$ cat src/sv/evs_pkg.sv
`timescale 1ns / 1ps
//------------------------------------------------------------------------------
// evs_pkg
// Shared constants, register indexes and control structs of the encoder
// velocity smoother.
//------------------------------------------------------------------------------
package evs_pkg;

    // default history depth
    localparam int EVS_HIST_DEPTH = 8;

    // configuration port
    localparam int CFG_IDX_W  = 2;
    localparam int CFG_DATA_W = 32;

    localparam logic [CFG_IDX_W-1:0] CFG_COUNT_OFFSET     = 2'd0;
    localparam logic [CFG_IDX_W-1:0] CFG_VELOCITY_SCALE   = 2'd1;
    localparam logic [CFG_IDX_W-1:0] CFG_SMOOTHING_FACTOR = 2'd2;

    // register reset values
    localparam logic [15:0] RST_COUNT_OFFSET     = 16'h0000;
    localparam logic [31:0] RST_VELOCITY_SCALE   = 32'h0001_0000;
    localparam logic [15:0] RST_SMOOTHING_FACTOR = 16'h8000;

    // fixed-point constants
    localparam logic [15:0] WGT_UNITY = 16'hFFFF;
    localparam logic [16:0] Q16_ONE   = 17'h1_0000;

    localparam logic signed [31:0] VEL_MAX = 32'sh7FFF_FFFF;
    localparam logic signed [31:0] VEL_MIN = 32'sh8000_0000;

    // divider widths: |count - offset| * scale over elapsed ticks
    localparam int NUM_W = 48;
    localparam int DEN_W = 16;

    // top level to filter engine
    typedef struct packed {
        logic        start;
        logic        raw_ok;
        logic [31:0] raw;
    } t_filt_ctl;

    // filter engine to top level
    typedef struct packed {
        logic        done;
        logic [31:0] filt;
    } t_filt_sts;

endpackage

$ cat src/sv/evs_wgt.sv
`timescale 1ns / 1ps
//------------------------------------------------------------------------------
// evs_wgt
// Tap weight memory: powers of the smoothing factor, rebuilt one entry per
// cycle after reset and after each factor write.
//------------------------------------------------------------------------------
module evs_wgt
    import evs_pkg::*;
#(
    parameter int HISTORY_DEPTH = EVS_HIST_DEPTH,
    localparam int AW = $clog2(HISTORY_DEPTH)
) (
    input  logic          i_clk,
    input  logic          i_rst_n,
    input  logic          i_rebuild,
    input  logic [15:0]   i_factor,
    input  logic [AW-1:0] i_rd_addr,
    output logic [15:0]   o_rd_data,
    output logic          o_busy
);

    logic [15:0]   r_mem [HISTORY_DEPTH];
    logic [15:0]   r_rd_data;
    logic          r_busy;
    logic [AW-1:0] r_j;
    logic [15:0]   r_prev;

    logic [31:0]   prod;
    logic [15:0]   n_w;

    // next weight: unity, the factor, then truncated products
    always_comb begin
        prod = r_prev * i_factor;
        priority if (r_j == AW'(0)) begin
            n_w = WGT_UNITY;
        end else if (r_j == AW'(1)) begin
            n_w = i_factor;
        end else begin
            n_w = prod[31:16];
        end
    end

    // rebuild sequencer
    always_ff @(posedge i_clk) begin
        if (!i_rst_n) begin
            r_busy <= 1'b1;
            r_j    <= '0;
        end else if (i_rebuild) begin
            r_busy <= 1'b1;
            r_j    <= '0;
        end else if (r_busy) begin
            if (r_j == AW'(HISTORY_DEPTH - 1)) begin
                r_busy <= 1'b0;
            end else begin
                r_j <= r_j + 1'b1;
            end
        end
    end

    // memory write and registered read
    always_ff @(posedge i_clk) begin
        if (r_busy) begin
            r_mem[r_j] <= n_w;
            r_prev     <= n_w;
        end
        r_rd_data <= r_mem[i_rd_addr];
    end

    assign o_rd_data = r_rd_data;
    assign o_busy    = r_busy;

endmodule

$ cat config.mk
export PLATFORM = sky130hd
export DESIGN_NAME = evs_wgt
export DESIGN_NICKNAME = d
export VERILOG_FILES = /design/src/sv/evs_pkg.sv /design/src/sv/evs_wgt.sv
export SDC_FILE = /design/constraint.sdc
export NUM_CORES = 1
export LEC_CHECK = 0
export BUFFER_PORTS_ARGS = -buffer_cell sky130_fd_sc_hd__buf_2
export CORE_ASPECT_RATIO = 2
export CORE_MARGIN = 2
export CORE_UTILIZATION = 65
export DETAILED_ROUTE_END_ITERATION = 10
export GPL_TIMING_DRIVEN = 0
export MAX_ROUTING_LAYER = met4
export PLACE_DENSITY = 0.83
export SLEW_MARGIN = 25
export SYNTH_ARGS = -nofsm -noshare
export SYNTH_HDL_FRONTEND = slang
export SYNTH_SLANG_ARGS = --single-unit
$ cat constraint.sdc
create_clock -name i_clk -period 7.35 [get_ports i_clk]
set_input_delay 0 -clock i_clk [delete_from_list [all_inputs] [get_ports i_clk]]
set_output_delay 0 -clock i_clk [all_outputs]
set_load 0.01 [all_outputs]
## After elaboration in Yosys (flattened, before gate mapping)

Memories as Yosys holds them, arrays and structs flattened. A register that Yosys moved wholly into a read port is not among the register bits.
Cells that the tools add are included.
Widths: inputs -> output; s select.

- Bits of input ports: 22
- Register bits: 20
- Memories: 1
- Bits in writable memories: 128
- Word-level logic and storage cells: 19

- Multiplexer cells: 6
- Bitwise gates (word level): 2
- Equal/unequal tests: 2
- Multipliers: 1
- Add/subtract/negate cells: 1
- Reductions and logical operators: 3

Memories:

| name | depth | width | rd ports | clocked after Yosys merged registers in | wr ports | line | RTL |
|---|---|---|---|---|---|---|---|
| r_mem | 8 | 16 | 1 | 1 | 1 | evs_wgt.sv:22 | `logic [15:0] r_mem [HISTORY_DEPTH];` |

Operators by type and width:

| cell | count |
|---|---|
| $mul 16x16->32 | 1 |
| $mux 16 | 2 |
| $mux 1 | 4 |
| $add 3x1->3 const B | 1 |
| $eq 3x1->1 const B | 1 |
| $eq 3x3->1 const B | 1 |
| $logic_not 3->1 | 1 |
| $not 1->1 | 2 |
| $reduce_and 2->1 | 1 |
| $reduce_or 2->1 | 1 |

## Depth between registers and ports, before layout

Gate-level depths: netlist (run 1).

- Depth after elaboration: 3
- Depth in mapped cells: 23

## Least setup slack after synthesis (run 1)

OpenSTA, ideal clock, no wires.

- Path kind: register -> register
- From: reg r_prev[7]
- To: mem r_mem[0][12] (data pin)
- Stages on the path, launching flop included: 22
- Period minus slack after synthesis: 6.041 ns
- Path slack: 1.309 ns
- Data arrival time: 5.765 ns
- Setup time: 0.276 ns
- Path through: edfxtp_1 -> clkbuf_1 -> nand2_1 -> fa_1 -> inv_1 -> fa_1 -> inv_1 -> fa_1 -> inv_1 -> fa_1 -> fa_1 -> inv_1 -> fa_1 -> inv_1 -> ha_1 -> nand4_1 -> a2111oi_0 -> o21ai_0 -> a31oi_1 -> nand3_1 -> mux2i_1 -> o21ai_0

- Word-level cells in the longest chain between the ends: 3

RTL lines:

| item | line | RTL |
|---|---|---|
| from (decl) | evs_wgt.sv:26 | `logic [15:0] r_prev;` |
| from (signal assigned) | evs_wgt.sv:64 | `r_prev <= n_w;` |
| $mul 16x16->32 | evs_wgt.sv:33 | `prod = r_prev * i_factor;` |
| $mux 16 | evs_wgt.sv:36 | `end else if (r_j == AW'(1)) begin` |
| $mux 16 | evs_wgt.sv:34 | `priority if (r_j == AW'(0)) begin` |
| net n_w[12] | evs_wgt.sv:29 | `logic [15:0] n_w;` |
| to (decl) | evs_wgt.sv:22 |  |

The timed path passes the listed nets, and every way through them passes these cells.

## Worst setup path after layout (run 1)

- From: reg r_prev[9]
- To: mem r_mem[4][3] (data pin)

Same word-level chain as after synthesis.

==> impl_metrics.sql, run 1 <==
INSERT INTO impl_metrics (metric_group, metric, value, unit) VALUES
('logic_synthesis', 'synthCells', '1302', ''),
('logic_synthesis', 'yosys_register_bits', '164', ''),
('sta', 'ratio_of_final_minimum_period_to_clock_period', '0.980', ''),
('placed_design', 'post-place-ws', '-0.195', 'ns'),
('critical_path', 'timing.critical_path.required', '7.48', 'ns'),
('logic_synthesis', 'synthFlopType', 'sky130_fd_sc_hd__edfxtp_1', ''),
('critical_path', 'critPathCaptureType', 'flop', ''),
('floorplan', 'ioPinCount', '39', ''),
('cells_and_area', 'area_delta_synth_final', '9.77', '%'),
('logic_synthesis', 'synth-edff-count', '144', ''),
('global_route', 'grt_first_pass_wirelength', '59.3', 'mm'),
('sta', 'slew_headroom', '0.292', ''),
('clock_tree', 'numCtsBuffers', '25', ''),
('logic_synthesis', 'yosysSeqAreaShare', '0.324', ''),
('logic_synthesis', 'synthesis.area_per_instance', '11.2', 'sq um'),
('hold_path', 'holdCritStartpoint', 'i_rd_addr[2]', ''),
('global_route', 'grt_pass1_vias', '11400', ''),
('logic_synthesis', 'synth.cell_area', '14600', 'sq um'),
('sta', 'clock-skew-final', '0.0124', 'ns'),
('route', 'antenna_violating_nets_post_route', '0', ''),
('sta', 'finalHoldViolations', '0', ''),
('clock_tree', 'clockRootBuffer', 'sky130_fd_sc_hd__clkbuf_16', ''),
('cells_and_area', 'final-instance-count-excl-fill', '1657', ''),
('sta', 'worst_slack', '0.147', 'ns'),
('sta', 'finalSetupViolCount', '0', ''),
('critical_path', 'worst-r2r-cell-count', '18', ''),
('critical_path', 'regToRegSetupSlack', '0.15', 'ns'),
('route', 'drt-vias-per-instance', '6.13', ''),
('global_route', 'grt_antenna_before_repair', '0', ''),
('sta', 'fmax', '0.139', 'GHz'),
('sta', 'period_needed', '7.20', 'ns'),
('global_route', 'grt_overflow_total', '0', ''),
('status', 'run_status', 'complete, no violations', ''),
('critical_path', 'worstPathBufferInverterCount', '4', ''),
('critical_path', 'critPathTopFamily', 'adder cells', ''),
('critical_path', 'worst_r2r_endpoint', 'r_mem[4][3]', ''),
('sta', 'slew_violations', '0', ''),
('cells_and_area', 'fin_nets', '1695', ''),
('floorplan', 'die_h', '216', 'um'),
('cells_and_area', 'drive_gt1_frac', '0.115', ''),
('global_route', 'gr-usage-all-layers', '0.354', ''),
('critical_path', 'crit_arrival', '7.33', 'ns'),
('cells_and_area', 'design_area', '16000', 'sq um'),
('placed_design', 'postPlaceCellArea', '15200', 'sq um'),
('floorplan', 'core_area', '22100', 'sq um'),
('global_route', 'grt_max_degree', '21', ''),
('critical_path', 'category_of_the_worst_setup_path_launch_point', 'flop', ''),
('floorplan', 'initial_utilization', '0.661', ''),
('sta', 'final.setup.tns', '0', 'ns'),
('hold_path', 'worst_hold_endpoint', 'o_rd_data[15]', ''),
('route', 'detail_route.iter0.violations', '670', ''),
('placed_design', 'place.detailed.hpwl', '29.5', 'mm'),
('run', 'max-cap-violations', '0', ''),
('logic_synthesis', 'synthesis.yosys.warnings', '0', ''),
('critical_path', 'timing.critical_path.slowest_stage_cell', 'sky130_fd_sc_hd__o21ai_0', ''),
('logic_synthesis', 'ys_types', '51', ''),
('placed_design', 'port_buffers', '33', ''),
('hold_path', 'holdCritPathClass', 'input port to flop', ''),
('clock_tree', 'clkSlewWorstSetupHoldPaths', '0.06', 'ns'),
('critical_path', 'crit_cells', '18', ''),
('placed_design', 'place_inst', '1621', ''),
('logic_synthesis', 'synthArstFlopShare', '0', ''),
('placed_design', 'place_congestion', '1.02', ''),
('clock_tree', 'clock_tree_from_tritoncts', 'built', ''),
('route', 'dr.pass1.iters', '5', ''),
('sta', 'worst_slew_pin_slew', '1.05', 'ns'),
('hold_path', 'worst_hold_path.num_cells', '2', ''),
('clock_tree', 'clkSinkCount', '164', ''),
('critical_path', 'critPathKind', 'flop to flop', ''),
('cells_and_area', 'num_antenna_cells', '0', ''),
('critical_path', 'timing.critical_path.slowest_cell_delay', '0.80', 'ns');
cells by family (layout without fill, tap and decap cells):
kind of cell,after synthesis,count (layout),synth area share
simple gates,364,364,0.120
fa+ha+maj,298,298,0.355
buf+inv,286,365,0.0747
flops,164,164,0.324
compound gates,121,121,0.0510
mux,54,54,0.0659
xor+xnor,15,15,0.00901
per-stage QoR:
step	hold WS, ns	util
3_5_place_dp	0.397	0.691
5_1_grt	0.0728	0.725
3_3_place_gp	0.379	0.684
2_1_floorplan	0.192	-
4_1_cts	0.0591	0.724
6_report	0.0432	0.725
cell type report:
cell class	count	area, sq um
timing repair buffer	46	315
multi-input combinational	852	8790
fill	1490	6060
tap	276	345
buffer	60	254
sequential	164	4730
clock buffer	30	654
clock inverter	3	65.1
inverter	226	848
sequential cells by signal, summed over array words and instances, names as in the netlist:
name       count
r_prev        16
r_j            3
r_mem        128
o_rd_data     16
o_busy         1
how the worst max path moves through the flow:
stage / start / endpoint / slack (ns)
detailed placement: r_prev[9] / r_mem[5][12] / -0.19
floorplan: r_prev[7] / r_mem[0][12] / 1.31
global placement: r_prev[10] / r_mem[4][13] / -0.02
finish: r_prev[9] / r_mem[4][3] / 0.15
CTS: r_prev[9] / r_mem[7][12] / 0.02
global route: r_prev[9] / r_mem[0][4] / -0.006
placed cells by master, fill, tap and decap left out, types with 3 or more instances in the layout:
| cell | count |
|---|---|
| sky130_fd_sc_hd__mux4_2 | 32 |
| sky130_fd_sc_hd__fa_1 | 193 |
| sky130_fd_sc_hd__ha_1 | 105 |
| sky130_fd_sc_hd__xnor2_1 | 11 |
| sky130_fd_sc_hd__edfxtp_1 | 144 |
| sky130_fd_sc_hd__nand4_1 | 8 |
| sky130_fd_sc_hd__clkbuf_2 | 12 |
| sky130_fd_sc_hd__nand2b_1 | 7 |
| sky130_fd_sc_hd__a21o_1 | 11 |
| sky130_fd_sc_hd__o21ai_0 | 24 |
| sky130_fd_sc_hd__nor2_2 | 6 |
| sky130_fd_sc_hd__o211ai_1 | 4 |
| sky130_fd_sc_hd__mux2_2 | 16 |
| sky130_fd_sc_hd__buf_2 | 41 |
| sky130_fd_sc_hd__a31oi_1 | 4 |
| sky130_fd_sc_hd__dlygate4sd3_1 | 3 |
| sky130_fd_sc_hd__dfxtp_1 | 19 |
| sky130_fd_sc_hd__a211oi_1 | 3 |
| sky130_fd_sc_hd__nand3_1 | 8 |
| sky130_fd_sc_hd__o21ai_1 | 8 |
| sky130_fd_sc_hd__clkbuf_16 | 25 |
| sky130_fd_sc_hd__a21oi_1 | 44 |
| sky130_fd_sc_hd__inv_1 | 226 |
| sky130_fd_sc_hd__buf_4 | 5 |
| sky130_fd_sc_hd__and2_1 | 114 |
| sky130_fd_sc_hd__and3_1 | 5 |
| sky130_fd_sc_hd__xor2_1 | 4 |
| sky130_fd_sc_hd__mux2i_1 | 6 |
| sky130_fd_sc_hd__nor2_1 | 23 |
| sky130_fd_sc_hd__buf_8 | 6 |
| sky130_fd_sc_hd__clkbuf_1 | 41 |
| sky130_fd_sc_hd__nor3_1 | 5 |
| sky130_fd_sc_hd__o21ai_2 | 3 |
| sky130_fd_sc_hd__nand2_1 | 177 |
| sky130_fd_sc_hd__nor2b_1 | 3 |
synthesized netlist by cell type, drive strengths merged (6+ instances only):
cell type  instances  share of area
inv              226          0.058
fa               193           0.27
nand2            178          0.046
edfxtp           144           0.30
and2             114          0.049
ha               105          0.090
clkbuf            49          0.013
a21oi             44          0.015
o21ai             35          0.013
mux4              32          0.049
nor2              29         0.0075
dfxtp             20          0.027
mux2              16          0.012
a21o              11         0.0057
buf               11         0.0038
xnor2             11         0.0066
nand3              8         0.0027
nand4              8         0.0034
nand2b             7         0.0030
nor3               7         0.0024
mux2i              6         0.0041
layer usage:
metal | vias up | GRT usage | wire [um] | part of all wire
li1 | 4374 | - | - | -
met1 | 5079 | 0.345 | 11900 | 0.31
met2 | 496 | 0.615 | 20500 | 0.54
met3 | 214 | 0.0516 | 2220 | 0.058
met4 | 0 | 0.258 | 3380 | 0.089
met5 | - | - | 0 | 0
timing repair:
item                                    4_1_cts  5_1_grt
setup buffers                                 0        0
endpoints found under the setup margin       54      117
hold buffers                                  3        0
gates resized for setup                       6       24
endpoints found under the hold margin         5        0
Power of run 1 is not shown: default switching activity piles up to over one toggle a cycle in this logic, so the estimate is an artifact.
==> run 2, diff against run 1 <==
--- a/config.mk
+++ b/config.mk
@@ -5,14 +5,14 @@
 export SDC_FILE = /design/constraint.sdc
 export NUM_CORES = 1
 export LEC_CHECK = 0
-export BUFFER_PORTS_ARGS = -buffer_cell sky130_fd_sc_hd__buf_2
 export CORE_ASPECT_RATIO = 2
 export CORE_MARGIN = 2
-export CORE_UTILIZATION = 65
+export CORE_UTILIZATION = 66
 export DETAILED_ROUTE_END_ITERATION = 10
+export DONT_BUFFER_PORTS = 1
 export GPL_TIMING_DRIVEN = 0
 export MAX_ROUTING_LAYER = met4
-export PLACE_DENSITY = 0.83
+export PLACE_DENSITY = 0.82
 export SLEW_MARGIN = 25
 export SYNTH_ARGS = -nofsm -noshare
 export SYNTH_HDL_FRONTEND = slang
==> impl_metrics.sql, run 2 (same netlist as run 1, synthesis figures left out) <==
INSERT INTO impl_metrics (metric_group, metric, value, unit) VALUES
('status', 'run_status', 'complete, no violations', ''),
('placed_design', 'port_buffers', '0', ''),
('critical_path', 'critPathKind', 'flop to flop', ''),
('floorplan', 'num_rows', '77', ''),
('global_route', 'gr-usage-all-layers', '0.348', ''),
('sta', 'slew_violations', '0', ''),
('cells_and_area', 'max_flop_register', 'r_mem', ''),
('cells_and_area', 'fin_nets', '1659', ''),
('route', 'dr.pass1.iters', '7', ''),
('critical_path', 'crit_arrival', '7.27', 'ns'),
('clock_tree', 'numCtsBuffers', '17', ''),
('critical_path', 'critPathTopFamily', 'adder cells', ''),
('cells_and_area', 'area_delta_synth_final', '8.16', '%'),
('floorplan', 'die_h', '214', 'um'),
('cells_and_area', 'num-fill-cells', '1468', ''),
('sta', 'worst_slew_pin_slew', '0.916', 'ns'),
('clock_tree', 'clockRootBuffer', 'sky130_fd_sc_hd__clkbuf_16', ''),
('floorplan', 'floorplan.die.width', '109', 'um'),
('critical_path', 'worst-r2r-cell-count', '18', ''),
('sta', 'fin_worst_hold_slack', '0.00411', 'ns'),
('global_route', 'grt_max_degree', '21', ''),
('critical_path', 'worstPathBufferInverterCount', '4', ''),
('cells_and_area', 'most_used_cells_in_the_layout_excluding_fill_and_tap_cells', 'sky130_fd_sc_hd__inv_1, sky130_fd_sc_hd__fa_1, sky130_fd_sc_hd__nand2_1', ''),
('clock_tree', 'clock_latency', '0.43', 'ns'),
('placed_design', 'place.detailed.hpwl', '28.1', 'mm'),
('sta', 'ratio_of_final_minimum_period_to_clock_period', '0.972', ''),
('cells_and_area', 'drive_gt1_frac', '0.0955', ''),
('cells_and_area', 'multiInputGateArea', '8810', 'sq um'),
('floorplan', 'ioPinCount', '39', ''),
('hold_path', 'holdCritPathClass', 'input port to flop', ''),
('sta', 'finalSetupViolCount', '0', ''),
('clock_tree', 'ctsHtreeMaxLevel', '4', ''),
('cells_and_area', 'design_area', '15800', 'sq um'),
('sta', 'setup_repair_after_global_routing_missed_its_margin', 'no', ''),
('cells_and_area', 'final_common_cell', 'sky130_fd_sc_hd__inv_1', ''),
('clock_tree', 'clock_path_buffers', '2', ''),
('route', 'route.detailed.drc', '0', ''),
('sta', 'period_needed', '7.15', 'ns'),
('cells_and_area', 'num_antenna_cells', '0', ''),
('route', 'route.vias.total', '9978', ''),
('clock_tree', 'clkSlewWorstSetupHoldPaths', '0.06', 'ns'),
('placed_design', 'place_congestion', '0.951', ''),
('critical_path', 'crit_cells', '18', ''),
('clock_tree', 'clkSinkCount', '164', ''),
('critical_path', 'cp_max_fanout', '10', ''),
('clock_tree', 'clock_tree_from_tritoncts', 'built', ''),
('placed_design', 'postPlaceCellArea', '15100', 'sq um'),
('route', 'detail_route.iter0.violations', '803', ''),
('route', 'antenna_violating_nets_post_route', '0', ''),
('floorplan', 'die-area', '23400', 'sq um'),
('route', 'detail_route.wl_per_cell', '22.5', 'um'),
('sta', 'fmax', '0.140', 'GHz'),
('floorplan', 'initial_utilization', '0.667', ''),
('global_route', 'grt_overflow_total', '0', ''),
('critical_path', 'category_of_the_worst_setup_path_launch_point', 'flop', ''),
('sta', 'clock-skew-final', '0.00725', 'ns'),
('hold_path', 'worst_hold_path.num_cells', '2', ''),
('critical_path', 'critPathCaptureType', 'flop', ''),
('cells_and_area', 'largest_register_ffs', '128', ''),
('sta', 'final.setup.tns', '0', 'ns'),
('global_route', 'grt_pass1_vias', '10700', ''),
('critical_path', 'timing.critical_path.slowest_cell_delay', '0.58', 'ns'),
('global_route', 'grt_antenna_before_repair', '0', ''),
('run', 'max-cap-violations', '0', ''),
('sta', 'slew_headroom', '0.389', ''),
('critical_path', 'timing.critical_path.slowest_stage_cell', 'sky130_fd_sc_hd__o21ai_1', ''),
('global_route', 'grt_first_pass_wirelength', '58.5', 'mm'),
('critical_path', 'path_cells', 'clkbuf_1 -> nand2_1 -> fa_1 -> fa_1 -> inv_1 -> fa_1 -> fa_1 -> fa_1 -> inv_1 -> fa_1 -> inv_1 -> ha_1 -> and3_1 -> o211ai_1 -> o221ai_1 -> a21oi_1 -> xor2_1 -> o21ai_1', ''),
('floorplan', 'core_area', '21900', 'sq um'),
('cells_and_area', 'sequential_cell_area', '4720', 'sq um'),
('critical_path', 'timing.critical_path.required', '7.48', 'ns'),
('route', 'postRouteWirelength', '36.6', 'mm'),
('critical_path', 'critical-path-top-cell-by-count', 'sky130_fd_sc_hd__fa_1', ''),
('sta', 'finalHoldViolations', '0', ''),
('route', 'drt-vias-per-instance', '6.13', '');
run 2: cell count changes in the layout (fill, tap and decap cells not counted), sizes merged:
cell / change
buf: -29
bufinv: +1
clkbuf: -9
clkinv: +2
dlygate4sd3: +1
inv: +4
run 2: routing by layer:
layer / part of all wire / global-route usage / vias to the layer above
li1: - / - / 4302
met1: 0.37 / 0.450 / 5053
met2: 0.50 / 0.551 / 509
met3: 0.085 / 0.0644 / 114
met4: 0.045 / 0.127 / 0
met5: 0 / - / -
run 2: repair_timing:
action                                  4_1_cts  5_1_grt
resized for setup                             7       18
endpoints found under the setup margin       63       90
gates cloned                                  0        0
buffers inserted                              0        4
pin swaps                                     0        2
hold endpoints to repair                      6        9
hold buffers                                  3        1
run 2: final cells by class:
cell class                 count  share of cell area
buffer                        60              0.0159
clock buffer                  21              0.0286
clock inverter                10             0.00936
inverter                     226              0.0538
multi-input combinational    852               0.558
sequential                   164               0.300
tap                          276              0.0219
timing repair buffer          18              0.0124
run 2: metrics by stage:
step	worst slack, ns	std cells	utilization
after floorplan	1.31	1302	-
after global placement	-0.206	1578	0.682
after detailed placement	-0.367	1588	0.689
after CTS	0.0156	1622	0.718
after global routing	0.0345	1627	0.721
final	0.204	1627	0.721
run 2: worst paths after layout:
kind                 from     endpoint  slack, ns
max            r_prev[14]  r_mem[0][5]       0.20
min          i_factor[13]   r_prev[13]      0.004
max reg2reg    r_prev[14]  r_mem[0][5]       0.20
min reg2reg        r_j[2]       r_j[2]       0.63
run 2: worst reg2reg max path, stage by stage, from the launching register on:
cell and delay [ns]:
sky130_fd_sc_hd__edfxtp_1 0.53, sky130_fd_sc_hd__clkbuf_1 0.56, sky130_fd_sc_hd__nand2_1 0.16, sky130_fd_sc_hd__fa_1 0.54
sky130_fd_sc_hd__fa_1 0.55, sky130_fd_sc_hd__inv_1 0.05, sky130_fd_sc_hd__fa_1 0.49, sky130_fd_sc_hd__fa_1 0.54
sky130_fd_sc_hd__fa_1 0.50, sky130_fd_sc_hd__inv_1 0.05, sky130_fd_sc_hd__fa_1 0.50, sky130_fd_sc_hd__inv_1 0.05
sky130_fd_sc_hd__ha_1 0.42, sky130_fd_sc_hd__and3_1 0.28, sky130_fd_sc_hd__o211ai_1 0.13, sky130_fd_sc_hd__o221ai_1 0.46
sky130_fd_sc_hd__a21oi_1 0.25, sky130_fd_sc_hd__xor2_1 0.21, sky130_fd_sc_hd__o21ai_1 0.58
Power of run 2 is left out for the same reason.
