`src/sv/evs_pkg.sv`:
```
`timescale 1ns / 1ps
//------------------------------------------------------------------------------
// evs_pkg
// Shared constants, register indexes and control structs of the encoder
// velocity smoother.
//------------------------------------------------------------------------------
package evs_pkg;

    // default history depth
    localparam int EVS_HIST_DEPTH = 8;

    // configuration port
    localparam int CFG_IDX_W  = 2;
    localparam int CFG_DATA_W = 32;

    localparam logic [CFG_IDX_W-1:0] CFG_COUNT_OFFSET     = 2'd0;
    localparam logic [CFG_IDX_W-1:0] CFG_VELOCITY_SCALE   = 2'd1;
    localparam logic [CFG_IDX_W-1:0] CFG_SMOOTHING_FACTOR = 2'd2;

    // register reset values
    localparam logic [15:0] RST_COUNT_OFFSET     = 16'h0000;
    localparam logic [31:0] RST_VELOCITY_SCALE   = 32'h0001_0000;
    localparam logic [15:0] RST_SMOOTHING_FACTOR = 16'h8000;

    // fixed-point constants
    localparam logic [15:0] WGT_UNITY = 16'hFFFF;
    localparam logic [16:0] Q16_ONE   = 17'h1_0000;

    localparam logic signed [31:0] VEL_MAX = 32'sh7FFF_FFFF;
    localparam logic signed [31:0] VEL_MIN = 32'sh8000_0000;

    // divider widths: |count - offset| * scale over elapsed ticks
    localparam int NUM_W = 48;
    localparam int DEN_W = 16;

    // top level to filter engine
    typedef struct packed {
        logic        start;
        logic        raw_ok;
        logic [31:0] raw;
    } t_filt_ctl;

    // filter engine to top level
    typedef struct packed {
        logic        done;
        logic [31:0] filt;
    } t_filt_sts;

endpackage

```
`src/sv/evs_div.sv`:
```
`timescale 1ns / 1ps
//------------------------------------------------------------------------------
// evs_div
// Restoring unsigned divider, one quotient bit per cycle.
//------------------------------------------------------------------------------
module evs_div
    import evs_pkg::*;
(
    input  logic             i_clk,
    input  logic             i_rst_n,
    input  logic             i_start,
    input  logic [NUM_W-1:0] i_num,
    input  logic [DEN_W-1:0] i_den,
    output logic             o_done,
    output logic [NUM_W-1:0] o_quo
);

    localparam int CNT_W = $clog2(NUM_W + 1);

    logic             r_busy;
    logic             r_done;
    logic [CNT_W-1:0] r_cnt;
    logic [DEN_W-1:0] r_rem;
    logic [DEN_W-1:0] r_den;
    logic [NUM_W-1:0] r_quo;

    logic [DEN_W:0]   rem_sh;
    logic [DEN_W:0]   rem_sub;
    logic             fits;

    // trial subtraction of the shifted partial remainder
    always_comb begin
        rem_sh  = {r_rem, r_quo[NUM_W-1]};
        rem_sub = rem_sh - {1'b0, r_den};
        fits    = (rem_sh >= {1'b0, r_den});
    end

    // step counter and completion pulse
    always_ff @(posedge i_clk) begin
        if (!i_rst_n) begin
            r_busy <= 1'b0;
            r_done <= 1'b0;
            r_cnt  <= '0;
        end else begin
            r_done <= 1'b0;
            if (i_start) begin
                r_busy <= 1'b1;
                r_cnt  <= CNT_W'(NUM_W);
            end else if (r_busy) begin
                r_cnt <= r_cnt - 1'b1;
                if (r_cnt == CNT_W'(1)) begin
                    r_busy <= 1'b0;
                    r_done <= 1'b1;
                end
            end
        end
    end

    // dividend shifts out as the quotient shifts in
    always_ff @(posedge i_clk) begin
        if (i_start) begin
            r_rem <= '0;
            r_quo <= i_num;
            r_den <= i_den;
        end else if (r_busy) begin
            r_rem <= fits ? rem_sub[DEN_W-1:0] : rem_sh[DEN_W-1:0];
            r_quo <= {r_quo[NUM_W-2:0], fits};
        end
    end

    assign o_done = r_done;
    assign o_quo  = r_quo;

endmodule

```
`config.mk`:
```
export PLATFORM = sky130hd
export DESIGN_NAME = evs_div
export DESIGN_NICKNAME = d
export VERILOG_FILES = /design/src/sv/evs_pkg.sv /design/src/sv/evs_div.sv
export SDC_FILE = /design/constraint.sdc
export NUM_CORES = 1
export LEC_CHECK = 0
export BUFFER_PORTS_ARGS = -buffer_cell sky130_fd_sc_hd__buf_4
export CAP_MARGIN = 10
export CORE_MARGIN = 2
export CORE_UTILIZATION = 55
export DETAILED_ROUTE_END_ITERATION = 8
export PLACE_DENSITY = 0.85
export SKIP_CTS_REPAIR_TIMING = 1
export SLEW_MARGIN = 15
export SYNTH_ARGS = -nofsm -noshare
export SYNTH_HDL_FRONTEND = slang
export SYNTH_SLANG_ARGS = --single-unit
```
`constraint.sdc`:
```
create_clock -name i_clk -period 4.67 [get_ports i_clk]
set_input_delay 0.2335 -clock i_clk [delete_from_list [all_inputs] [get_ports i_clk]]
set_output_delay 0.2335 -clock i_clk [all_outputs]
set_load 0.01 [all_outputs]
```
# ---- Yosys cells after proc, flatten, opt, wreduce, memory -nomap -nowiden
# Cells that the tools add are included.
dict set report totals {
  out_inout_bits 49
  ff_bits 88
  wordCells 25
  latch_bits 0
  mem_bits_ro 0
  n_memories 0
  inputBits 67
  ramBits 0
}
dict set report op_classes {
  bitwise_logic 2
  n_reduce_logical 3
  n_eq_ne 1
  order_cmp 1
  mux 9
  n_mul 0
  shift 0
  add_sub_neg 2
  div 0
}
# op n
set ops {}
lappend ops {{$mux W48} 2}
lappend ops {{$ge A17 B16 Y1} 1}
lappend ops {{$mux W16} 1}
lappend ops {{$sub A16 B16 Y16} 1}
lappend ops {{$mux W6} 2}
lappend ops {{$eq A6 B1 Y1 const B} 1}
lappend ops {{$sub A6 B1 Y6 const B} 1}
lappend ops {{$mux W1} 4}
lappend ops {{$reduce_or A3 Y1} 1}
lappend ops {{$not A1 Y1} 2}
lappend ops {{$reduce_bool A2 Y1} 1}
lappend ops {{$reduce_or A2 Y1} 1}

# ---- Logic depth before layout (Yosys ltp)
# Gate-level depths: netlist of run 1.
dict set report depth {
  ltp_word 4
  ltp_mapped 10
  ltp_nobuf 9
}

# ---- Least setup slack after synthesis of run 1
# Ideal clock, no wire load.
dict set report synth_timing {
  path_type {reg2reg}
  from {register r_busy}
  to {register r_quo[0], in the netlist o_quo[0] (enable)}
  setup_time_ns 0.585
  t_arrival_ns 1.642
  slack_ns 2.443
  stages_incl_launch_ff 5
  path_buffers 2
  path_cell_list {dfxtp_1 -> clkbuf_1 -> inv_1 -> clkbuf_1 -> nand2_1}
}
dict set report synth_via {
  elab_chain_cells 1
}
# item line
set synth_rtl {}
lappend synth_rtl {{start, declared} evs_div.sv:20} ;# logic r_busy;
lappend synth_rtl {{start signal, assigned} evs_div.sv:41} ;# r_busy <= 1'b0;
lappend synth_rtl {{start signal, assigned} evs_div.sv:47} ;# r_busy <= 1'b1;
lappend synth_rtl {{start signal, assigned} evs_div.sv:52} ;# r_busy <= 1'b0;
lappend synth_rtl {{$reduce_bool A2 Y1 (no line)} --}
lappend synth_rtl {{end signal, assigned} evs_div.sv:63} ;# r_quo <= i_num;
lappend synth_rtl {{end signal, assigned} evs_div.sv:67} ;# r_quo <= {r_quo[NUM_W-2:0], fits};
lappend synth_rtl {{end, declared} evs_div.sv:25} ;# logic [NUM_W-1:0] r_quo;
# Every way passes these cells.
# A chain may end at the register's enable or synchronous reset.

# ---- Worst setup path after layout of run 1
dict set report layout_timing {
  from {register r_den[9]}
  to {register r_rem[8]}
}
dict set report layout_via {
  elab_chain_cells 2
}
# item line
set layout_rtl {}
lappend layout_rtl {{start, declared} evs_div.sv:24} ;# logic [DEN_W-1:0] r_den;
lappend layout_rtl {{start signal, assigned} evs_div.sv:64} ;# r_den <= i_den;
lappend layout_rtl {{$ge A17 B16 Y1} evs_div.sv:35} ;# fits = (rem_sh >= {1'b0, r_den});
lappend layout_rtl {{$mux W16} evs_div.sv:66} ;# r_rem <= fits ? rem_sub[DEN_W-1:0] : rem_sh[DEN_W-1:0];
lappend layout_rtl {{end signal, assigned} evs_div.sv:66}
lappend layout_rtl {{end, declared} evs_div.sv:23} ;# logic [DEN_W-1:0] r_rem;
# Every way passes these cells.

==> metrics, run 1 <==
Sw Ratio=30.1%; vias in the first global route=3837; CTS clk-pin slew, worst paths=0.10 ns; Power Density=348 mW/mm2; area grow syn2layout=23.2%; antenna violations before repair=0; post-synth top area share=40.5%; Core Box Area=0.00830 mm2; Critical Path Start=r_den[9]$_DFFE_PP_; Slowest-stage cell, CP=a31oi_2; Cell Chain, Critical Path=inv_1 > ha_1 > o21ai_0 > nand2b_1 > o2111ai_2 > a31oi_2 > nor4_1 > a2111oi_2; commonest non-fill, non-tap cell in the layout=buf_4; fillers=586; R2R Setup Slk=1.93 ns; Switching Power=611 uW; terminus of the critical flop-to-flop path=r_rem[8]$_SDFFE_PP0P_; die footprint=0.00938 mm2; GRT Util Overall=23.9%; fin util=70.4%; Antenna Diode Count=0; Post-synth EDFFs=64; Chip Height=96.9 um; CP Launch Type=register; CTS root buf=clkbuf_8; Pint=1.42 mW; clk_skew=0.00974 ns; slew margin rel.=41.5%; Yosys cell types=67; area leader, netlist=edfxtp_1; crit path time final=2.74 ns; Final Hold Viols=0; first-pass GRT wire length=18300 um; Syn Nets=491; Hold WS=0.0420 ns; worst-margin pin slew=0.875 ns; DR pass1 iterations=5; TritonCTS Buffers=9; Initial Util=57.2%; I/O pin total=116; Longest Clk Path Bufs=2; Peak Freq=365 MHz; total global routing overflow=0; crit path max fanout=14; routability congestion estimate from global placement=0.935; 1st-iter DRT viols=306; setup_tns=0 ns; R2R cell count=8; commonest cells after routing, fill and taps aside=buf_4 (118), edfxtp_1 (64), mux2_2 (47); Synthesis Warnings=0; CTS tree=done; Port-buffer cells=115; vias per cell=5.92; end of the critical path=r_rem[8]$_SDFFE_PP0P_; largest cells by area after synthesis=edfxtp_1 (41%), mux2_2 (11%), dfxtp_1 (10%), ha_1 (4.7%), nor2_1 (2.1%); Data required, critical path=4.93 ns; Max Cap Viol=0; sequential cell fraction of total power=47.8%; total wire length=11100 um; Cells after Synth=405; synthesized area per cell=11.7 um2; Setup CP Type=register to register; Leak=2.38 nW; Seq cells post-synth=88; Post-DP HPWL=7750 um; nets=594; Synth Flop Type=edfxtp_1; Worst Setup End Kind=register; crit path DAT=3.00 ns; period utilization=58.7%; delay of the slowest critical-path stage=0.78 ns; # rows=33; Clock Latency Late Sink=0.36 ns; fin. max-slew vios=0; RSZ-0062 raised after global routing=no; H-tree depth=3; largest net degree at the start of global routing=57; asr flop ratio synth=0%; Peak VDD IR=0.254 mV; share of cells above drive strength 1=40.0%; post-route ant nets=0; DR vias=3659; clock group share of total power=27.2%; Post-Syn Area=0.00474 mm2; Wirelength per Cell=17.9 um; clk sinks=88; R2R Path Start=r_den[9]$_DFFE_PP_; die width=96.9 um; run status=complete, no violations; Seq/Total Area, Yosys=50.6%; Comb power frac=25.0%; # DRC=0; Final Setup Violations=0; Hold Path Class=input pin to register
## cells in the mapped netlist (3+ instances only)
library cell  count
a21o_1            4
buf_1             5
nand4_1           3
or3_1             3
nor3_1            4
nand3_1          19
xnor2_1           8
inv_1            24
a311oi_2          3
o21a_1            3
nor4_1            4
ha_1             18
a311oi_1          9
buf_6             3
o41ai_1           3
nor3b_1           3
a31oi_1           3
nor2b_1           3
xor2_1            4
mux2_2           47
edfxtp_1         64
o21ai_1           5
buf_2             6
a211oi_1          3
dfxtp_1          24
clkbuf_1         11
o211ai_2          4
nand2_1          17
o21ai_0          13
a21oi_1          13
and3_1            5
o22ai_1           3
nor2_1           26
## registers in the layout (all words and copies together), names as in the netlist
name and cells:
o_quo 48, r_den 16, r_busy 1, r_cnt 6
r_rem 16, o_done 1
## metrics by stage
stage | std cells | power (mW) | setup slack [ns] | area [um2]
after floorplan | 405 | 1.31 | 2.44 | 4740
after global placement | 602 | 1.47 | 2.07 | 5630
after detailed placement | 602 | 1.49 | 1.95 | 5630
after CTS | 618 | 2.03 | 1.93 | 5840
after global routing | 618 | 2.13 | 1.69 | 5840
final | 618 | 2.03 | 1.93 | 5840
## layout make-up
type                    count  area [um2]  share of cell area [%]
clock buffers               9         124                    2.12
inverters                  25        93.8                    1.61
repair buffers            118         886                    15.2
well taps                 105         131                    2.25
multi-input cells         266        2120                    36.3
flip-flops and latches     88        2400                    41.1
clock inverters             7        81.3                    1.39
## per-layer routing
layer	track usage, %	wire length (um)	up-vias
li1	-	-	1740
met5	0	0	-
met2	40.3	5650	151
met3	6.21	750	23
met4	9.75	261	0
met1	29.3	4410	1745
## worst min-delay path by stage
stage | slack, ns | startpoint | cells past startpoint | endpoint
after global routing | 0.02 | i_den[13] | 1 | r_den[13]$_DFFE_PP_
after CTS | 0.03 | i_den[13] | 1 | r_den[13]$_DFFE_PP_
after detailed placement | 0.41 | i_den[6] | 1 | r_den[6]$_DFFE_PP_
after floorplan | 0.33 | i_den[0] | 0 | r_den[0]$_DFFE_PP_
final | 0.04 | i_den[13] | 1 | r_den[13]$_DFFE_PP_
after global placement | 0.41 | i_den[6] | 1 | r_den[6]$_DFFE_PP_
## worst max-delay path: cells and delay by family, from the launching register on
family          cells  cell delay (ns)
compound gates      4             1.49
buf+inv             1             0.04
simple gates        2             0.26
fa+ha+maj           1             0.51
flops               1             0.35
## kinds of logic (layout without fill, tap and decap cells)
kind of cell,count (synthesis),after routing,share of synthesized area [%]
AND/OR/NAND/NOR,97,97,10.6
multiplexers,48,48,11.4
XOR/XNOR,12,12,2.22
buffers and inverters,51,159,4.75
adder cells (fa/ha/maj),19,19,5.17
AO/OA/AOI/OAI,90,90,15.2
flip-flops,88,88,50.6
## power by group through the flow
| stage | logic (mW) | registers (mW) | clock network, mW |
|---|---|---|---|
| floorplan | 0.306 | 1.00 | 0 |
| global placement | 0.486 | 0.983 | 0 |
| detailed placement | 0.500 | 0.987 | 0 |
| CTS | 0.503 | 0.971 | 0.559 |
| global route | 0.551 | 0.981 | 0.596 |
| finish | 0.508 | 0.971 | 0.552 |
(Power assumes the default switching activity.)
==> run 2: changes to the inputs <==
--- a/config.mk
+++ b/config.mk
@@ -8,9 +8,9 @@
 export BUFFER_PORTS_ARGS = -buffer_cell sky130_fd_sc_hd__buf_4
 export CAP_MARGIN = 10
 export CORE_MARGIN = 2
-export CORE_UTILIZATION = 55
+export CORE_UTILIZATION = 49
 export DETAILED_ROUTE_END_ITERATION = 8
-export PLACE_DENSITY = 0.85
+export PLACE_DENSITY = 0.8
 export SKIP_CTS_REPAIR_TIMING = 1
 export SLEW_MARGIN = 15
 export SYNTH_ARGS = -nofsm -noshare
==> constraint.sdc (replaced) <==
create_clock -name i_clk -period 2.2 [get_ports i_clk]
set_input_delay 0.11 -clock i_clk [delete_from_list [all_inputs] [get_ports i_clk]]
set_output_delay 0.11 -clock i_clk [all_outputs]
set_load 0.01 [all_outputs]
==> run 2 against run 1 <==
Effect of this change: the run now ends with negative setup slack left; cell area rose by 14%; via count grew 8.6%; maximum frequency is 18% higher; power grew 130%; clock-buffer cell count unchanged; critical path depth is 1 higher; critical endpoint is now r_rem[15]$_SDFFE_PP0P_.
==> metrics, run 2 (same netlist as run 1, synthesis figures left out) <==
# rows=35 (+6.1%); TritonCTS Buffers=9 (unchanged); Non-Filler Instances=695 (+12%); CTS clk-pin slew, worst paths=0.08 ns (-0.02 ns); vias in the first global route=3740 (-2.5%); Antenna Diode Count=0 (unchanged); Clock Latency Late Sink=0.36 ns (about the same); Final Hold Viols=0 (unchanged); Buf/Inv on CP=2 (+1); Peak VDD IR=0.504 mV (+99%); CTS tree=done; Leak=2.68 nW (+13%); CTS root buf=clkbuf_8; Initial Util=50.9% (-6.3 points); Setup CP Type=register to register; Sequential Area=0.00240 mm2 (about the same); crit path time final=2.32 ns (-0.422 ns); Cell Chain, Critical Path=ha_4 > buf_4 > nor2b_4 > o2111a_2 > o2111ai_4 > a31oi_4 > buf_6 > nor4_1 > a311o_1; Data required, critical path=2.44 ns (-2.49 ns); antenna violations before repair=0 (unchanged); H-tree depth=3 (unchanged); I/O pin total=116 (unchanged); post-route ant nets=0 (unchanged); area grow syn2layout=40.6%; Port-buffer cells=115 (unchanged); Design Power=4.68 mW (+130%); run status=finished with violations; Critical Path Start=r_den[0]$_DFFE_PP_; Core Box Area=0.00933 mm2 (+12%); Chip Height=102 um (+5.7%); DR vias=3972 (+8.6%); Worst Setup End Kind=register; first-pass GRT wire length=17900 um (-2.4%); fin. max-slew vios=0 (unchanged); Wirelength per Cell=18.1 um (+0.92%); fillers=611 (+4.3%); share of cells above drive strength 1=50.4% (+10 points); CP delay by family, top=compound AO/OA/AOI/OAI gates; die footprint=0.0105 mm2 (+12%); Longest Clk Path Bufs=2 (unchanged); Slowest-stage cell, CP=edfxtp_1; Power Density=702 mW/mm2 (+100%); total wire length=12600 um (+13%); slew margin rel.=49.1% (+7.6 points); Post-DP HPWL=8520 um (+10%); RSZ-0062 raised after global routing=yes; max reg flops=48 (unchanged); violated checks=negative setup slack; nets=648 (+9.1%); hold path startpoint=i_rst_n; clk sinks=88 (unchanged); routability congestion estimate from global placement=0.925 (-1.1%); vias per cell=5.72 (-3.5%); placed insts=659 (+9.5%); Multi-input gate area=0.00243 mm2 (+15%); setup_tns=-1.06 ns (-1.06 ns); die width=102 um (+5.7%); period utilization=105% (+47 points); Max Cap Viol=0 (unchanged); 1st-iter DRT viols=335 (+9.5%); worst-margin pin slew=0.763 ns (-0.112 ns); fin util=71.5% (+1.1 points); # DRC=0 (unchanged); clk_skew=0.0126 ns (+0.00284 ns); GRT Util Overall=22.0% (-1.9 points); largest net degree at the start of global routing=34 (-40%); Final Setup Violations=17 (+17); Hold Path Class=input pin to register; Peak Freq=431 MHz (+18%); delay of the slowest critical-path stage=0.42 ns (-0.36 ns); R2R Path Start=r_den[0]$_DFFE_PP_; DR pass1 iterations=5 (unchanged); total global routing overflow=0 (unchanged); commonest non-fill, non-tap cell in the layout=buf_4; CP Launch Type=register; crit path DAT=2.56 ns (-0.44 ns); commonest cells after routing, fill and taps aside=buf_4 (150), edfxtp_1 (64), mux2_2 (47); crit path max fanout=5 (-9); fin worst setup slack=-0.118 ns (-2.05 ns)
==> run 2: worst paths after layout <==
| kind | to | slack, ns | cells after the start |
|---|---|---|---|
| max | r_rem[15]$_SDFFE_PP0P_ | -0.12 | 9 |
| min | r_busy$_SDFF_PN0_ | 0.03 | 2 |
| max reg2reg | r_rem[15]$_SDFFE_PP0P_ | -0.12 | 9 |
| min reg2reg | r_cnt[1]$_SDFFE_PP0P_ | 0.51 | 2 |
==> run 2: stage by stage <==
stage | hold WS [ns] | setup slack (ns) | instance area, um2
after floorplan | 0.209 | 0.00972 | 4750
after global placement | 0.288 | -0.0945 | 5920
after detailed placement | 0.289 | -0.156 | 5920
after CTS | -0.0897 | -0.176 | 6140
after global routing | 0.0293 | -0.172 | 6670
final | 0.0275 | -0.118 | 6670
==> run 2: area by class of cell <==
cell class | count | area share, %
clock inverters | 6 | 1.39
multi-input cells | 266 | 36.5
well taps | 129 | 2.42
clock buffers | 9 | 1.86
repair buffers | 172 | 20.4
inverters | 25 | 1.41
flip-flops and latches | 88 | 36.0
==> run 2: power breakdown <==
| group | switching, mW | internal, mW |
|---|---|---|
| sequential | 0.0978 | 1.97 |
| clock | 0.602 | 0.642 |
| combinational | 0.696 | 0.680 |
| total | 1.40 | 3.29 |
==> run 2: per-layer routing <==
layer / part of all wire [%] / up-vias / routed length [um] / track usage, %
li1: - / 1845 / - / -
met3: 5.6 / 39 / 700 / 3.90
met1: 40 / 1910 / 4990 / 28.1
met2: 52 / 178 / 6530 / 37.1
met4: 2.7 / 0 / 345 / 9.13
met5: 0 / - / 0 / 0
==> run 3: changes to the inputs <==
--- a/config.mk
+++ b/config.mk
@@ -5,7 +5,7 @@
 export SDC_FILE = /design/constraint.sdc
 export NUM_CORES = 1
 export LEC_CHECK = 0
-export BUFFER_PORTS_ARGS = -buffer_cell sky130_fd_sc_hd__buf_4
+export BUFFER_PORTS_ARGS = -buffer_cell sky130_fd_sc_hd__buf_2
 export CAP_MARGIN = 10
 export CORE_MARGIN = 2
 export CORE_UTILIZATION = 49
==> run 3 against run 2 <==
Effect of this change: the run still ends with negative setup slack left; first-iteration DRC count down 38%; global-route usage decreased by 0.76 points; maximum frequency is 2.5% higher; utilization fell by 3.2 points; sequential power hardly changed; clock skew up 0.0028 ns; clock power about the same; critical path type unchanged.
==> metrics, run 3 (same netlist as run 1, synthesis figures left out) <==
DR vias=3882 (-2.3%); placed insts=660 (+0.15%); largest net degree at the start of global routing=49 (+44%); slew margin rel.=52.2% (+3.1 points); total wire length=11900 um (-5.3%); crit path time final=2.26 ns (-0.0562 ns); first-pass GRT wire length=17500 um (-2.3%); delay of the slowest critical-path stage=0.43 ns (about the same); Slowest-stage cell, CP=edfxtp_1; Wirelength per Cell=17.1 um (-5.6%); area of placed instances=0.00564 mm2 (-4.7%); Final Setup Violations=12 (-5); Power Density=711 mW/mm2 (+1.2%); crit path DAT=2.53 ns (-0.03 ns); worst-margin pin slew=0.717 ns (-0.0466 ns); post-route ant nets=0 (unchanged); Clock Latency Late Sink=0.36 ns (about the same); Hold Path Class=input pin to register; Worst Setup End Kind=register; period utilization=103% (-2.6 points); share of cells above drive strength 1=49.8% (-0.53 points); Max Cap Viol=0 (unchanged); max reg flops=48 (unchanged); CTS tree=done; routability congestion estimate from global placement=0.946 (+2.3%); antenna violations before repair=0 (unchanged); GRT Util Overall=21.3% (-0.76 points); fin worst setup slack=-0.0621 ns (+0.0562 ns); RSZ-0062 raised after global routing=yes; area grow syn2layout=34.2%; # rows=35 (unchanged); Post-DP HPWL=8260 um (-3.1%); nets=649 (+0.15%); # DRC=0 (unchanged); I/O pin total=116 (unchanged); fin. max-slew vios=0 (unchanged); Hold WS=0.0179 ns (-0.00961 ns); Peak Freq=442 MHz (+2.5%); clk sinks=88 (unchanged); Port-buffer cells=115 (unchanged); R2R Setup Slk=-0.06 ns (+0.06 ns); Non-Filler Instances=697 (+0.29%); TritonCTS Buffers=9 (unchanged); Leak=2.57 nW (-4.0%); Longest Clk Path Bufs=2 (unchanged); design area=0.00637 mm2 (-4.5%); Antenna Diode Count=0 (unchanged); vias per cell=5.57 (-2.5%); crit path max fanout=5 (unchanged); Initial Util=50.9% (unchanged); Setup CP Type=register to register; Core Box Area=0.00933 mm2 (unchanged); Final Hold Viols=0 (unchanged); clk_skew=0.0153 ns (+0.00276 ns); commonest cells after routing, fill and taps aside=buf_2 (114), edfxtp_1 (64), mux2_2 (47); commonest non-fill, non-tap cell in the layout=buf_2; CTS root buf=clkbuf_8; violated checks=negative setup slack; CP Launch Type=register; 1st-iter DRT viols=209 (-38%); vias in the first global route=3751 (+0.29%); CTS clk-pin slew, worst paths=0.09 ns (about the same); die footprint=0.0105 mm2 (unchanged); DR pass1 iterations=4 (-1); Data required, critical path=2.47 ns (+0.03 ns); run status=finished with violations; Peak VDD IR=0.404 mV (-20%); Cell Chain, Critical Path=inv_2 > ha_4 > nor2b_4 > o2111a_2 > o2111ai_4 > a31o_4 > buf_6 > nand3_2 > a311oi_2; Design Power=4.52 mW (-3.4%); die width=102 um (unchanged); Chip Height=102 um (unchanged); total global routing overflow=0 (unchanged); H-tree depth=3 (unchanged); setup_tns=-0.460 ns (+0.597 ns)
-- run 3: path summary, 6_finish.rpt --
path,endpoint,startpoint,depth (start not counted)
setup reg to reg,r_rem[2]$_SDFFE_PP0P_,r_den[1]$_DFFE_PP_,9
hold / removal,r_busy$_SDFF_PN0_,i_rst_n,2
setup / recovery,r_rem[2]$_SDFFE_PP0P_,r_den[1]$_DFFE_PP_,9
hold reg to reg,r_cnt[1]$_SDFFE_PP0P_,r_cnt[1]$_SDFFE_PP0P_,2
-- run 3: through the flow --
| stage | util (%) | worst slack (ns) |
|---|---|---|
| CTS | 62.8 | -0.207 |
| global route | 68.3 | -0.138 |
| floorplan | - | 0.00972 |
| global placement | 60.5 | -0.0840 |
| detailed placement | 60.5 | -0.170 |
| finish | 68.3 | -0.0621 |
-- run 3: report_power, final --
part | leakage, nW | switching, mW | internal, mW
combinational | 1.63 | 0.660 | 0.597
clock | 0.104 | 0.658 | 0.549
sequential | 0.837 | 0.0960 | 1.96
-- run 3: final cells by class --
cell class	count	area [um2]
sequential	88	2400
multi-input combinational	266	2410
inverter	25	93.8
clock inverter	7	88.8
timing repair buffer	173	1090
tap	129	161
fill	685	2960
clock buffer	9	124
-- run 3: layer usage --
metal	up-vias	track usage (%)	part of all wire, %
met5	-	0	0
met2	129	35.5	52
met4	0	7.28	2.0
li1	1848	-	-
met3	28	3.90	4.8
met1	1877	28.0	41
-- run 3: worst max-delay path, delay by kind of cell, from the launching register on --
kind	cells	cell delay (ns)
buffers and inverters	2	0.23
and+or+nand+nor	2	0.20
DFF	1	0.43
AOI/OAI and AO/OA	4	1.11
adders and majority gates	1	0.20
